File: src/hdl/cid_fsk_bit_modulator_core_assert.svh
// Assertion macros for the FSK modulator RTL, used by cfsk_back.
// Expects clk and arst_n in the scope of each use.
`ifndef CID_FSK_BIT_MODULATOR_CORE_ASSERT_SVH
`define CID_FSK_BIT_MODULATOR_CORE_ASSERT_SVH

// Check a property at every clock edge outside reset.
`define CFSK_ASSERT(label, prop, msg) \
	label: assert property (@(posedge clk) disable iff (!arst_n) prop) else $error(msg);

// Check that a condition implies another in the next cycle.
`define CFSK_ASSERT_NEXT(label, ante, cons, msg) \
	label: assert property (@(posedge clk) disable iff (!arst_n) (ante) |=> (cons)) \
		else $error(msg);

`endif

File: src/hdl/cfsk_pkg.sv
// Shared types, constants and the sine table of the FSK bit modulator.
// No dependencies; every other file but the assertion macro header imports it.
package cfsk_pkg;

	localparam int PHASE_FRACTION_BITS_DEF = 16;
	localparam int STEP_W                  = 23;
	localparam int SAMPLE_W                = 14;
	localparam int ROM_AW                  = 8;
	localparam int ROM_DW                  = 16;
	localparam int CFG_IDX_W               = 2;
	localparam int QUEUE_DEPTH             = 2;
	localparam int RUN_SHORT               = 6;
	localparam int RUN_LONG                = 7;
	localparam int RUN_CNT_W               = 3;

	localparam logic [STEP_W-1:0] MARK_STEP_RESET  = 23'd2726298;
	localparam logic [STEP_W-1:0] SPACE_STEP_RESET = 23'd4404019;

	// floor(a / 5) == (a * 52429) >> 18 for every 16-bit unsigned a
	localparam int               DIV5_SHIFT = 18;
	localparam logic [16:0]      DIV5_MUL   = 17'd52429;

	typedef enum logic [CFG_IDX_W-1:0] {
		REG_MARK_STEP  = 2'd0,
		REG_SPACE_STEP = 2'd1
	} cfg_reg_t;

	typedef struct packed {
		logic bit_value;
		logic long_run;
	} item_t;

	typedef struct packed {
		logic full;
		logic empty;
	} q_stat_t;

	localparam logic [ROM_DW-1:0] SINE_ROM [256] = '{
		16'h0324,16'h0647,16'h096A,16'h0C8B,16'h0FAB,16'h12C7,16'h15E1,16'h18F8,
		16'h1C0B,16'h1F19,16'h2223,16'h2527,16'h2826,16'h2B1E,16'h2E10,16'h30FB,
		16'h33DE,16'h36B9,16'h398C,16'h3C56,16'h3F16,16'h41CD,16'h447A,16'h471C,
		16'h49B3,16'h4C3F,16'h4EBF,16'h5133,16'h539A,16'h55F4,16'h5842,16'h5A81,
		16'h5CB3,16'h5ED6,16'h60EB,16'h62F1,16'h64E7,16'h66CE,16'h68A5,16'h6A6C,
		16'h6C23,16'h6DC9,16'h6F5E,16'h70E1,16'h7254,16'h73B5,16'h7503,16'h7640,
		16'h776B,16'h7883,16'h7989,16'h7A7C,16'h7B5C,16'h7C29,16'h7CE2,16'h7D89,
		16'h7E1C,16'h7E9C,16'h7F08,16'h7F61,16'h7FA6,16'h7FD7,16'h7FF5,16'h7FFE,
		16'h7FF5,16'h7FD7,16'h7FA6,16'h7F61,16'h7F08,16'h7E9C,16'h7E1C,16'h7D89,
		16'h7CE2,16'h7C29,16'h7B5C,16'h7A7C,16'h7989,16'h7883,16'h776B,16'h7640,
		16'h7503,16'h73B5,16'h7254,16'h70E1,16'h6F5E,16'h6DC9,16'h6C23,16'h6A6C,
		16'h68A5,16'h66CE,16'h64E7,16'h62F1,16'h60EB,16'h5ED6,16'h5CB3,16'h5A81,
		16'h5842,16'h55F5,16'h539A,16'h5133,16'h4EBF,16'h4C3F,16'h49B3,16'h471C,
		16'h447A,16'h41CD,16'h3F16,16'h3C56,16'h398C,16'h36B9,16'h33DE,16'h30FB,
		16'h2E10,16'h2B1E,16'h2826,16'h2527,16'h2223,16'h1F19,16'h1C0B,16'h18F8,
		16'h15E1,16'h12C7,16'h0FAB,16'h0C8B,16'h096A,16'h0647,16'h0324,16'h0000,
		16'hFCDC,16'hF9B9,16'hF696,16'hF375,16'hF056,16'hED39,16'hEA1F,16'hE708,
		16'hE3F5,16'hE0E7,16'hDDDD,16'hDAD9,16'hD7DA,16'hD4E2,16'hD1F0,16'hCF05,
		16'hCC22,16'hC947,16'hC674,16'hC3AA,16'hC0EA,16'hBE33,16'hBB86,16'hB8E4,
		16'hB64D,16'hB3C1,16'hB141,16'hAECD,16'hAC66,16'hAA0C,16'hA7BE,16'hA57F,
		16'hA34D,16'hA12A,16'h9F15,16'h9D0F,16'h9B19,16'h9932,16'h975B,16'h9594,
		16'h93DD,16'h9237,16'h90A2,16'h8F1F,16'h8DAC,16'h8C4C,16'h8AFD,16'h89C0,
		16'h8895,16'h877D,16'h8677,16'h8584,16'h84A4,16'h83D8,16'h831E,16'h8277,
		16'h81E4,16'h8164,16'h80F8,16'h809F,16'h805A,16'h8029,16'h800B,16'h8002,
		16'h800B,16'h8029,16'h805A,16'h809F,16'h80F8,16'h8164,16'h81E4,16'h8277,
		16'h831E,16'h83D7,16'h84A4,16'h8584,16'h8677,16'h877D,16'h8895,16'h89C0,
		16'h8AFD,16'h8C4B,16'h8DAC,16'h8F1F,16'h90A2,16'h9237,16'h93DD,16'h9594,
		16'h975B,16'h9932,16'h9B19,16'h9D0F,16'h9F15,16'hA12A,16'hA34D,16'hA57F,
		16'hA7BE,16'hAA0B,16'hAC66,16'hAECD,16'hB141,16'hB3C1,16'hB64D,16'hB8E4,
		16'hBB86,16'hBE33,16'hC0EA,16'hC3AA,16'hC674,16'hC947,16'hCC22,16'hCF05,
		16'hD1F0,16'hD4E1,16'hD7DA,16'hDAD9,16'hDDDD,16'hE0E7,16'hE3F5,16'hE708,
		16'hEA1E,16'hED38,16'hF055,16'hF375,16'hF696,16'hF9B9,16'hFCDC,16'h0000
	};

endpackage

File: src/hdl/cfsk_if.sv
// Handshake channels of the FSK modulator: bit input, sample output, register writes.
// Depends on cfsk_pkg for payload widths.
interface cfsk_bit_if;
	logic valid;
	logic ready;
	logic bit_value;
	modport source (output valid, output bit_value, input ready);
	modport sink   (input valid, input bit_value, output ready);
endinterface

interface cfsk_smp_if;
	import cfsk_pkg::*;
	logic                       valid;
	logic                       ready;
	logic signed [SAMPLE_W-1:0] sample;
	logic                       last_sample;
	modport source (output valid, output sample, output last_sample, input ready);
	modport sink   (input valid, input sample, input last_sample, output ready);
endinterface

interface cfsk_cfg_if;
	import cfsk_pkg::*;
	logic                 valid;
	logic                 ready;
	logic [CFG_IDX_W-1:0] index;
	logic [STEP_W-1:0]    data;
	modport source (output valid, output index, output data, input ready);
	modport sink   (input valid, input index, input data, output ready);
endinterface

File: src/hdl/cfsk_front.sv
// Front end: accepts bit words and tags each with its run length from the 6,7,7,7 pattern.
// Depends on cfsk_pkg and cfsk_if.
module cfsk_front (
	input  logic              clk,
	input  logic              arst_n,
	cfsk_bit_if.sink          bits,
	input  cfsk_pkg::q_stat_t qstat,
	output logic              push,
	output cfsk_pkg::item_t   push_item
);
	import cfsk_pkg::*;

	logic [1:0] pattern_pos_q;

	assign bits.ready          = !qstat.full;
	assign push                = bits.valid && !qstat.full;
	assign push_item.bit_value = bits.bit_value;
	// position zero of the pattern gets the short run
	assign push_item.long_run  = (pattern_pos_q != 2'd0);

	always_ff @(posedge clk or negedge arst_n) begin
		if (!arst_n) begin
			pattern_pos_q <= 2'd0;
		end else if (push) begin
			pattern_pos_q <= pattern_pos_q + 2'd1;
		end
	end

endmodule

File: src/hdl/cfsk_queue.sv
// Short queue of tagged bit words between front and back end.
// Depends on cfsk_pkg.
module cfsk_queue (
	input  logic              clk,
	input  logic              arst_n,
	input  logic              push,
	input  cfsk_pkg::item_t   push_item,
	input  logic              pop,
	output cfsk_pkg::item_t   head,
	output cfsk_pkg::q_stat_t qstat
);
	import cfsk_pkg::*;

	localparam int PTR_W = (QUEUE_DEPTH > 1) ? $clog2(QUEUE_DEPTH) : 1;
	localparam int CNT_W = $clog2(QUEUE_DEPTH + 1);

	item_t             mem_q [QUEUE_DEPTH];
	logic [PTR_W-1:0]  wr_ptr_q;
	logic [PTR_W-1:0]  rd_ptr_q;
	logic [CNT_W-1:0]  cnt_q;
	logic              do_push;
	logic              do_pop;

	assign qstat.full  = (cnt_q == CNT_W'(QUEUE_DEPTH));
	assign qstat.empty = (cnt_q == '0);
	assign head        = mem_q[rd_ptr_q];
	assign do_push     = push && !qstat.full;
	assign do_pop      = pop && !qstat.empty;

	always_ff @(posedge clk) begin
		if (do_push) begin
			mem_q[wr_ptr_q] <= push_item;
		end
	end

	always_ff @(posedge clk or negedge arst_n) begin
		if (!arst_n) begin
			wr_ptr_q <= '0;
			rd_ptr_q <= '0;
			cnt_q    <= '0;
		end else begin
			if (do_push) begin
				wr_ptr_q <= (wr_ptr_q == PTR_W'(QUEUE_DEPTH - 1)) ? '0 : wr_ptr_q + 1'b1;
			end
			if (do_pop) begin
				rd_ptr_q <= (rd_ptr_q == PTR_W'(QUEUE_DEPTH - 1)) ? '0 : rd_ptr_q + 1'b1;
			end
			case ({do_push, do_pop})
				2'b10:   cnt_q <= cnt_q + 1'b1;
				2'b01:   cnt_q <= cnt_q - 1'b1;
				default: cnt_q <= cnt_q;
			endcase
		end
	end

endmodule

File: src/hdl/cfsk_back.sv
// Back end: steps the phase once per sample, reads the sine table, divides by five.
// Depends on cfsk_pkg, cfsk_if and the assertion macro header.
`include "cid_fsk_bit_modulator_core_assert.svh"

module cfsk_back #(
	parameter int PHASE_FRACTION_BITS = cfsk_pkg::PHASE_FRACTION_BITS_DEF
) (
	input  logic                        clk,
	input  logic                        arst_n,
	input  cfsk_pkg::item_t             head,
	input  cfsk_pkg::q_stat_t           qstat,
	output logic                        pop,
	input  logic [cfsk_pkg::STEP_W-1:0] mark_step,
	input  logic [cfsk_pkg::STEP_W-1:0] space_step,
	cfsk_smp_if.source                  smp
);
	import cfsk_pkg::*;

	localparam int ACC_W = 8 + PHASE_FRACTION_BITS;
	localparam int SUM_W = ((ACC_W > STEP_W) ? ACC_W : STEP_W) + 1;
	localparam logic [SUM_W-1:0] LIMIT = SUM_W'(255) << PHASE_FRACTION_BITS;

	logic                       en;
	logic                       issue;
	logic                       last;
	logic [RUN_CNT_W-1:0]       cnt_q;
	logic [STEP_W-1:0]          step;
	logic [SUM_W-1:0]           sum;
	logic [SUM_W-1:0]           reduced;
	logic [ACC_W-1:0]           phase_acc_q;
	logic                       valid_s1;
	logic                       last_s1;
	logic [ROM_DW-1:0]          rom_s2;
	logic                       valid_s2;
	logic                       last_s2;
	logic                       neg;
	logic [ROM_DW-1:0]          mag;
	logic [ROM_DW+16:0]         prod;
	logic [SAMPLE_W-1:0]        quot;
	logic signed [SAMPLE_W-1:0] sample_s3;
	logic                       last_s3;
	logic                       valid_s3;

	// whole pipeline moves when the output register is free or being taken
	assign en    = !valid_s3 || smp.ready;
	assign issue = en && !qstat.empty;
	assign last  = head.long_run ? (cnt_q == RUN_CNT_W'(RUN_LONG - 1))
	                             : (cnt_q == RUN_CNT_W'(RUN_SHORT - 1));
	assign pop   = issue && last;

	assign step    = head.bit_value ? mark_step : space_step;
	assign sum     = SUM_W'(phase_acc_q) + SUM_W'(step);
	assign reduced = (sum > LIMIT) ? sum - LIMIT : sum;

	// truncate toward zero: divide the magnitude, then restore the sign
	assign neg  = rom_s2[ROM_DW-1];
	assign mag  = neg ? (~rom_s2 + 1'b1) : rom_s2;
	assign prod = mag * DIV5_MUL;
	assign quot = prod[DIV5_SHIFT +: SAMPLE_W];

	always_ff @(posedge clk or negedge arst_n) begin
		if (!arst_n) begin
			cnt_q       <= '0;
			phase_acc_q <= '0;
			valid_s1    <= 1'b0;
			valid_s2    <= 1'b0;
			valid_s3    <= 1'b0;
		end else if (en) begin
			if (issue) begin
				cnt_q       <= last ? '0 : cnt_q + 1'b1;
				phase_acc_q <= reduced[ACC_W-1:0];
			end
			valid_s1 <= issue;
			valid_s2 <= valid_s1;
			valid_s3 <= valid_s2;
		end
	end

	always_ff @(posedge clk) begin
		if (en) begin
			last_s1   <= last;
			rom_s2    <= SINE_ROM[phase_acc_q[PHASE_FRACTION_BITS +: ROM_AW]];
			last_s2   <= last_s1;
			sample_s3 <= neg ? (~quot + 1'b1) : quot;
			last_s3   <= last_s2;
		end
	end

	assign smp.valid       = valid_s3;
	assign smp.sample      = sample_s3;
	assign smp.last_sample = last_s3;

	`CFSK_ASSERT(a_cnt_range, cnt_q <= RUN_CNT_W'(RUN_LONG - 1), "sample count out of range")
	`CFSK_ASSERT(a_run_head_held, (cnt_q == '0) || !qstat.empty, "head word lost mid-run")
	`CFSK_ASSERT_NEXT(a_stall_phase, !en, $stable(phase_acc_q), "phase moved during stall")
	`CFSK_ASSERT_NEXT(a_run_restart, pop, cnt_q == '0, "count not cleared after run")

endmodule

File: src/hdl/cid_fsk_bit_modulator_core.sv
// Top level of the continuous-phase FSK bit modulator: step registers and wiring.
// Depends on cfsk_pkg, cfsk_if, cfsk_front, cfsk_queue and cfsk_back.
//
// Usage:
//   bits    - one word per bit to send (bit_value 1 mark, 0 space).
//   samples - one word per output sample: sample (signed 14 bit) and
//             last_sample, high on the final sample of a bit's run.
//   cfg     - register writes: index 0 mark step, index 1 space step,
//             other indexes are dropped. ready is always high; write only
//             while no bit is in flight.
// A bit produces 6 or 7 samples following the pattern 6,7,7,7 from reset,
// so a steady stream gives 27 samples per 4 bits, one sample per cycle while
// the receiver takes them. After a word is accepted, the first sample of its
// bit passes the queue and the pipeline registers s1, s2 and s3. The rate
// is set by the single phase accumulator, which advances once per sample.
// A two-word queue lets bits be accepted while samples are still being
// produced or wait on a stalled receiver; a stalled receiver freezes the
// sample pipeline and the queue fills, then bits.ready drops.
// Reset clears the phase to zero, restarts the run pattern at six and
// loads the V.23 steps (41.6 and 67.2 in Q7.16).
module cid_fsk_bit_modulator_core #(
	parameter int PHASE_FRACTION_BITS = cfsk_pkg::PHASE_FRACTION_BITS_DEF
) (
	input  logic       clk,
	input  logic       arst_n,
	cfsk_bit_if.sink   bits,
	cfsk_smp_if.source samples,
	cfsk_cfg_if.sink   cfg
);
	import cfsk_pkg::*;

	logic [STEP_W-1:0] mark_step_q;
	logic [STEP_W-1:0] space_step_q;
	logic              push;
	logic              pop;
	item_t             push_item;
	item_t             head;
	q_stat_t           qstat;

	assign cfg.ready = 1'b1;

	always_ff @(posedge clk or negedge arst_n) begin
		if (!arst_n) begin
			mark_step_q  <= MARK_STEP_RESET;
			space_step_q <= SPACE_STEP_RESET;
		end else if (cfg.valid && cfg.ready) begin
			case (cfg.index)
				REG_MARK_STEP:  mark_step_q  <= cfg.data;
				REG_SPACE_STEP: space_step_q <= cfg.data;
				default: ;
			endcase
		end
	end

	cfsk_front u_front (
		.clk       (clk),
		.arst_n    (arst_n),
		.bits      (bits),
		.qstat     (qstat),
		.push      (push),
		.push_item (push_item)
	);

	cfsk_queue u_queue (
		.clk       (clk),
		.arst_n    (arst_n),
		.push      (push),
		.push_item (push_item),
		.pop       (pop),
		.head      (head),
		.qstat     (qstat)
	);

	cfsk_back #(
		.PHASE_FRACTION_BITS (PHASE_FRACTION_BITS)
	) u_back (
		.clk        (clk),
		.arst_n     (arst_n),
		.head       (head),
		.qstat      (qstat),
		.pop        (pop),
		.mark_step  (mark_step_q),
		.space_step (space_step_q),
		.smp        (samples)
	);

endmodule
File: src/flat_wrapper.sv
// flat-port wrapper written by rule: the top's interface ports become plain ports
module cid_fsk_bit_modulator_core_flat import cfsk_pkg::*;
#(
	parameter int PHASE_FRACTION_BITS = cfsk_pkg::PHASE_FRACTION_BITS_DEF
)
  (clk, arst_n, bits_valid, bits_bit_value, bits_ready, samples_valid, samples_sample, samples_last_sample, samples_ready, cfg_valid, cfg_index, cfg_data, cfg_ready);
  cfsk_bit_if bits_i ();
  cfsk_smp_if samples_i ();
  cfsk_cfg_if cfg_i ();
  input  logic clk;
  input  logic arst_n;
  input wire logic [$bits(bits_i.valid)-1:0] bits_valid;
  input wire logic [$bits(bits_i.bit_value)-1:0] bits_bit_value;
  output wire logic [$bits(bits_i.ready)-1:0] bits_ready;
  output wire logic [$bits(samples_i.valid)-1:0] samples_valid;
  output wire logic [$bits(samples_i.sample)-1:0] samples_sample;
  output wire logic [$bits(samples_i.last_sample)-1:0] samples_last_sample;
  input wire logic [$bits(samples_i.ready)-1:0] samples_ready;
  input wire logic [$bits(cfg_i.valid)-1:0] cfg_valid;
  input wire logic [$bits(cfg_i.index)-1:0] cfg_index;
  input wire logic [$bits(cfg_i.data)-1:0] cfg_data;
  output wire logic [$bits(cfg_i.ready)-1:0] cfg_ready;
  assign bits_i.valid = bits_valid;
  assign bits_i.bit_value = bits_bit_value;
  assign bits_ready = bits_i.ready;
  assign samples_valid = samples_i.valid;
  assign samples_sample = samples_i.sample;
  assign samples_last_sample = samples_i.last_sample;
  assign samples_i.ready = samples_ready;
  assign cfg_i.valid = cfg_valid;
  assign cfg_i.index = cfg_index;
  assign cfg_i.data = cfg_data;
  assign cfg_ready = cfg_i.ready;
  cid_fsk_bit_modulator_core #(.PHASE_FRACTION_BITS(PHASE_FRACTION_BITS)) u_core (.clk(clk), .arst_n(arst_n), .bits(bits_i), .samples(samples_i), .cfg(cfg_i));
endmodule
File: config.mk
export PLATFORM = sky130hd
export DESIGN_NAME = cid_fsk_bit_modulator_core_flat
export DESIGN_NICKNAME = d
export VERILOG_FILES = /design/src/hdl/cfsk_pkg.sv /design/src/hdl/cfsk_if.sv /design/src/hdl/cfsk_front.sv /design/src/hdl/cfsk_queue.sv /design/src/hdl/cfsk_back.sv /design/src/hdl/cid_fsk_bit_modulator_core.sv /design/src/flat_wrapper.sv
export VERILOG_INCLUDE_DIRS = /design/src /design/src/hdl
export SDC_FILE = /design/constraint.sdc
export NUM_CORES = 1
export LEC_CHECK = 0
export ABC_AREA = 1
export BUFFER_PORTS_ARGS = -buffer_cell sky130_fd_sc_hd__buf_2
export CORE_MARGIN = 4
export CORE_UTILIZATION = 32
export CTS_CLUSTER_DIAMETER = 50
export DETAILED_ROUTE_END_ITERATION = 10
export GPL_TIMING_DRIVEN = 0
export PLACE_DENSITY = 0.45
export SYNTH_ARGS = -nofsm -noshare
export SYNTH_HDL_FRONTEND = slang
export SYNTH_SLANG_ARGS = --single-unit
File: constraint.sdc
create_clock -name clk -period 8.49 [get_ports clk]
set_input_delay 0.849 -clock clk [delete_from_list [all_inputs] [get_ports clk]]
set_output_delay 0.849 -clock clk [all_outputs]
set_load 0.01 [all_outputs]
# Yosys cells after proc, flatten, opt, wreduce, memory -nomap -nowiden
# Memory sizes are Yosys's and may differ from the RTL's. A register that Yosys moved wholly into a read port is not among the register bits.
# Cells that the tools add are included.
[totals]
mem_bits_rw = 4
mem_bits_ro = 4096
register_bits = 99
memories = 2
[memory_table]
columns = ["name", "words", "width", "rd", "rd_ports_with_merged_regs", "wr", "line_no", "text"]
rows = [
  ["(name not given)", 256, 16, 1, 1, 0, "cfsk_back.sv:82", "rom_s2 <= SINE_ROM[phase_acc_q[PHASE_FRACTION_BITS +: ROM_AW]];"],
  ["u_core.u_queue.mem_q", 2, 2, 1, 0, 1, "cfsk_queue.sv:17", "item_t mem_q [QUEUE_DEPTH];"],
]
[op_classes]
bitwise = 3
reduce_logical = 16
n_mux = 11
n_eq_ne = 6
n_lt_le_gt_ge = 1
mul = 1
add_sub_neg = 10
[ops]
columns = ["operator", "count"]
rows = [
  ["16-bit by 16-bit multiplier with 32-bit output, second input constant", 1],
  ["24-bit by 23-bit adder with 25-bit output", 1],
  ["25-bit by 24-bit > comparator with 1-bit output, second input constant", 1],
  ["24-bit two-way mux", 1],
  ["24-bit subtractor, second input constant", 1],
  ["23-bit two-way mux", 1],
  ["16-bit by 1-bit adder with 16-bit output, second input constant", 1],
  ["16-bit two-way mux", 1],
  ["16-bit NOT", 1],
  ["14-bit by 1-bit adder with 14-bit output, second input constant", 1],
  ["14-bit two-way mux", 1],
  ["14-bit NOT", 1],
  ["8-bit NOT with 9-bit output", 1],
  ["3-bit == test, second input constant", 2],
  ["2-bit AND reduction", 3],
  ["1-bit logical AND", 5],
  ["1-bit two-way mux", 5],
  ["2-bit by 1-bit adder with 2-bit output, second input constant", 2],
  ["2-bit by 1-bit == test with 1-bit output, second input constant", 2],
  ["2-bit == test, second input constant", 2],
  ["2-bit logical NOT", 2],
  ["2-bit case mux with 2 select lines", 1],
  ["2-bit nonzero test", 2],
  ["3-bit by 1-bit adder with 3-bit output, second input constant", 1],
  ["5 further kinds", 8],
]

# Longest topological paths before layout
[logic_depth]
ltp_word = 7
depth_mapped = 39

# By module
# Synthesis repeated with hierarchy kept, for this count alone.
[unflattened]
cells_unflattened = 2482
hier_area_um2 = 16732.3
[modules_own_cells]
columns = ["mod", "area_per_inst_um2", "n_inst", "cells_per_inst"]
rows = [
  ["cfsk_back", 14300.0, 1, 2217],
  ["cid_fsk_bit_modulator_core", 1934.4, 1, 206],
  ["cfsk_queue", 377.9, 1, 43],
  ["cfsk_front", 120.1, 1, 16],
]

# Worst setup path after synthesis
# No wires, ideal clock.
[synth_path]
kind = "reg-to-reg"
start = "register u_core.u_back.rom_s2[0]"
end = "register u_core.u_back.sample_s3[10], in the netlist u_core.u_back.smp.sample[10], data pin"
path_slack_ns = 1.994
arrival_ns = 6.238
setup_ns = 0.258
stages_incl_launch_ff = 34
synth_period_minus_slack_ns = 6.496
cell_sequence = "edfxtp_1 nor3_1 inv_1 nor2_1 nand3b_1 nor3_1 nor2_1 xor2_1 ha_1 ha_1 inv_1 fa_1 inv_1 fa_1 fa_1 inv_1 fa_1 inv_1 ha_1 nand2_1 inv_1 a21boi_0 nand3_1 nand2_1 nand2_1 nand2_1 nand2_1 inv_1 ha_1 nand2_1 o21ai_2 nand3_2 o21ai_0 nand2_1"
[synth_between]
elab_chain_len = 7
[synth_rtl]
columns = ["element", "line_no", "text"]
rows = [
  ["start, declared", "cfsk_back.sv:33", "logic [ROM_DW-1:0] rom_s2;"],
  ["16-bit NOT", "cfsk_back.sv:57", "assign mag = neg ? (~rom_s2 + 1'b1) : rom_s2;"],
  ["16-bit by 1-bit adder with 16-bit output", "cfsk_back.sv:57", ""],
  ["16-bit two-way mux *", "cfsk_back.sv:57", ""],
  ["16-bit by 16-bit multiplier with 32-bit output *", "cfsk_back.sv:58", "assign prod = mag * DIV5_MUL;"],
  ["14-bit NOT", "cfsk_back.sv:84", "sample_s3 <= neg ? (~quot + 1'b1) : quot;"],
  ["14-bit by 1-bit adder with 14-bit output", "cfsk_back.sv:84", ""],
  ["14-bit two-way mux *", "cfsk_back.sv:84", ""],
  ["end signal, assigned", "cfsk_back.sv:84", ""],
  ["end, declared", "cfsk_back.sv:40", "logic signed [SAMPLE_W-1:0] sample_s3;"],
]
# Mark *: on every way between the ends. The rest lies on a longest branch, timed or not.
# A chain may end at the register's enable or synchronous reset.

# Worst setup path in the final report
[layout_path]
start = "register u_core.u_back.rom_s2[15]"
end = "register u_core.u_back.sample_s3[13], in the netlist u_core.u_back.smp.sample[13], data pin"
[layout_between]
elab_chain_len = 7
[layout_rtl]
columns = ["element", "line_no"]
rows = [
  ["16-bit NOT", "cfsk_back.sv:57"],
  ["16-bit by 1-bit adder with 16-bit output", "cfsk_back.sv:57"],
  ["16-bit two-way mux", "cfsk_back.sv:57"],
  ["16-bit by 16-bit multiplier with 32-bit output", "cfsk_back.sv:58"],
  ["14-bit NOT", "cfsk_back.sv:84"],
  ["14-bit by 1-bit adder with 14-bit output", "cfsk_back.sv:84"],
  ["14-bit two-way mux *", "cfsk_back.sv:84"],
]
# Marks and branches as above.

==> key figures <==
STA
  – Tcrit/Tclk final: 92.0%
  – Final min period: 7.81 ns
  – Upper clock frequency limit: 128 MHz
  – Measured slew at the worst slew-check pin: 1.12 ns
  – Pins Over Slew Limit: 0
  – Final Setup Violations: 0
  – Sum Neg Setup Slack: 0 ns
  – Final hold vios: 0
  – Max_slew headroom: 24.6%
  – RSZ-0062 raised after global routing: false
  – Max Clock Skew: 0.0121 ns

Setup path
  – Startpoint type of the worst setup path: register
  – Kind of critical path: reg2reg
  – Worst Path Max Fanout: 10
  – Endpoint class of the critical path: register
  – CP max stage cell: clkbuf_1
  – Critical Path RT: 8.69 ns
  – Delay of the slowest critical-path stage: 0.59 ns
  – Critical path arrival: 8.01 ns
  – Most used cell, CP: nand2_1

Layout
  – Commonest non-fill, non-tap cell in the layout: nand2_1
  – Layout cell share with drive strength beyond 1: 7.54%
  – Commonest cells after routing, fill and taps aside: 624 x nand2_1, 438 x inv_1, 209 x nor2_1
  – Diode count: 0
  – Final #Nets: 2799
  – Area Growth Syn to Fin: 10.2%

Clock network
  – Clock transition at path regs: 0.07 ns
  – CTS Sinks: 119
  – Worst-skew pair later-pin latency: 0.45 ns
  – Root buffer cell: clkbuf_16
  – Maximum buffer depth of the clock tree: 2
  – H-tree Lvls: 4
  – CTS tree: built
  – CTS buffer count: 17

Global routing
  – Number of global-route vias before repair: 17000
  – GR Util All Layers: 27.9%
  – Largest net degree at the start of global routing: 43
  – Wire length of the first global-routing pass: 114000 um
  – Antenna violations before repair: 0
  – GRT overflow: 0

Synthesis
  – Async SR Flop Fraction: 68.9%
  – Dominant cell type by area after synthesis: nand2_1
  – Post-synth cell types: 62
  – EDFF count, synth: 37
  – Sequential-to-total area share from yosys stat: 19.3%
  – Top cells by area, synth: nand2_1 14%, ha_1 13%, inv_1 10%, dfrtp_1 9.1%, fa_1 9.1%
  – Mapped Cells: 2454
  – Syn_nets: 2732
  – Mapped Area: 16500 um2
  – Ys flop type: dfrtp_1
  – Post-synth top area share: 14.2%
  – #FFs+latches synth: 119
  – Syn. warnings: 0
  – Syn avg cell area: 6.72 um2

Run
  – Maxcap violations: 0

Detailed routing
  – DR WL/cell: 24.6 um
  – Routed vias/inst: 5.39
  – DRC Markers: 0
  – Post-route ant nets: 0
  – 1st-pass router iterations: 6
  – Vias: 17300
  – WL final: 79000 um
  – DR iter-0 viols: 1463

Floorplanning
  – Die height: 235 um
  – DIE AREA: 55200 um2
  – Starting Density: 32.6%
  – Core Area: 50600 um2
  – Num rows: 82
  – I/O pin count: 49
  – Die width: 235 um

Placed design
  – Routability cong.: 1.03
  – IO buf count: 47
  – Detailed placement HPWL: 63600 um

Run status
  – Status: completed

Min path
  – Hold Crit Class: in2async
[sequential cells by signal (all words and copies together), names as in the netlist, 2 cells and up]
signal and count:
u_core.u_back.smp.sample 14, u_core.u_back.rom_s2 16, u_core.u_queue.mem_q 4, u_core.u_back.phase_acc_q 24, u_core.u_front.pattern_pos_q 2, u_core.mark_step_q 23
u_core.u_back.cnt_q 3, u_core.space_step_q 23, u_core.u_queue.cnt_q 2
[per-stage QoR]
| stage | setup slack, ns | util, % | hold WS (ns) | area [um2] | std cells |
|---|---|---|---|---|---|
| after global routing | 0.226 | 35.9 | 0.415 | 18200 | 3206 |
| after CTS | 0.555 | 35.9 | 0.383 | 18200 | 3206 |
| after floorplan | 1.99 | - | 0.400 | 16500 | 2454 |
| after global placement | 0.564 | 34.7 | 0.403 | 17600 | 3173 |
| after detailed placement | 0.598 | 34.8 | 0.407 | 17600 | 3174 |
| final | 0.679 | 35.9 | 0.395 | 18200 | 3206 |
[synth_stat cells (all sizes together) (24+ instances only)]
master / instances
a21oi: 102
clkbuf: 54
inv: 445
fa: 75
a31oi: 29
mux2: 24
edfxtp: 37
nor2: 221
nand4: 24
xor2: 37
o21ai: 182
nor3: 27
nand2: 641
dfrtp: 60
ha: 172
nand3: 139
[kinds of logic (layout without fill, tap and decap cells)]
kind of cell / after synthesis / after routing / share of synthesized area, %
buffers and inverters: 522 / 602 / 12.0
other: 1 / 1 / 0.0227
AOI/OAI and AO/OA: 410 / 410 / 14.4
xor gates and xnor gates: 51 / 51 / 2.80
muxes: 25 / 25 / 1.70
DFF: 119 / 119 / 19.3
adders and majority gates: 247 / 247 / 22.2
and+or+nand+nor: 1079 / 1079 / 27.6
[critical path: cells and delay by family (launching register included)]
| kind | cells | cell delay [ns] |
|---|---|---|
| and+or+nand+nor | 9 | 0.82 |
| DFF | 1 | 0.47 |
| buffers and inverters | 6 | 1.38 |
| AOI/OAI and AO/OA | 5 | 1.51 |
| adders and majority gates | 7 | 3.36 |
[per-layer routing]
metal  track usage [%]  wire length (um)  part of all wire [%]
met1              36.6             33900                    43
met2              44.2             35000                    44
met3              4.17              4970                   6.3
met4              15.3              5060                   6.4
met5                 0                 0                     0
[area by class of cell]
type,instances,area [um2]
tap,672,841
fill,5576,32400
clock inverter,15,151
multi-input combinational,1813,11300
buffer,71,284
inverter,451,1690
clock buffer,17,425
timing repair buffer,48,258
sequential,119,3190
[repair_timing]
item	CTS	global route
hold buffers	0	0
setup endpoints to repair	0	1
gates resized for setup	0	1
setup buffers	0	0
hold endpoints to repair	0	0
[worst paths after layout]
check / start / to / slack (ns) / cells past startpoint
max: u_core.u_back.rom_s2[15] / u_core.u_back.smp.sample[13] / 0.68 / 27
min: arst_n / u_core.u_back.phase_acc_q[11] / 0.40 / 1
max reg2reg: u_core.u_back.rom_s2[15] / u_core.u_back.smp.sample[13] / 0.68 / 27
min reg2reg: u_core.u_back.last_s2 / u_core.u_back.smp.last_sample / 0.42 / 0
max in group asynchronous: arst_n / u_core.mark_step_q[21] / 7.38 / 2
min in group clk: u_core.u_back.last_s2 / u_core.u_back.smp.last_sample / 0.42 / 0
Power is left out: the tool's default activity adds up to more than one toggle a clock period on the data nets, which glitch-free logic cannot reach.
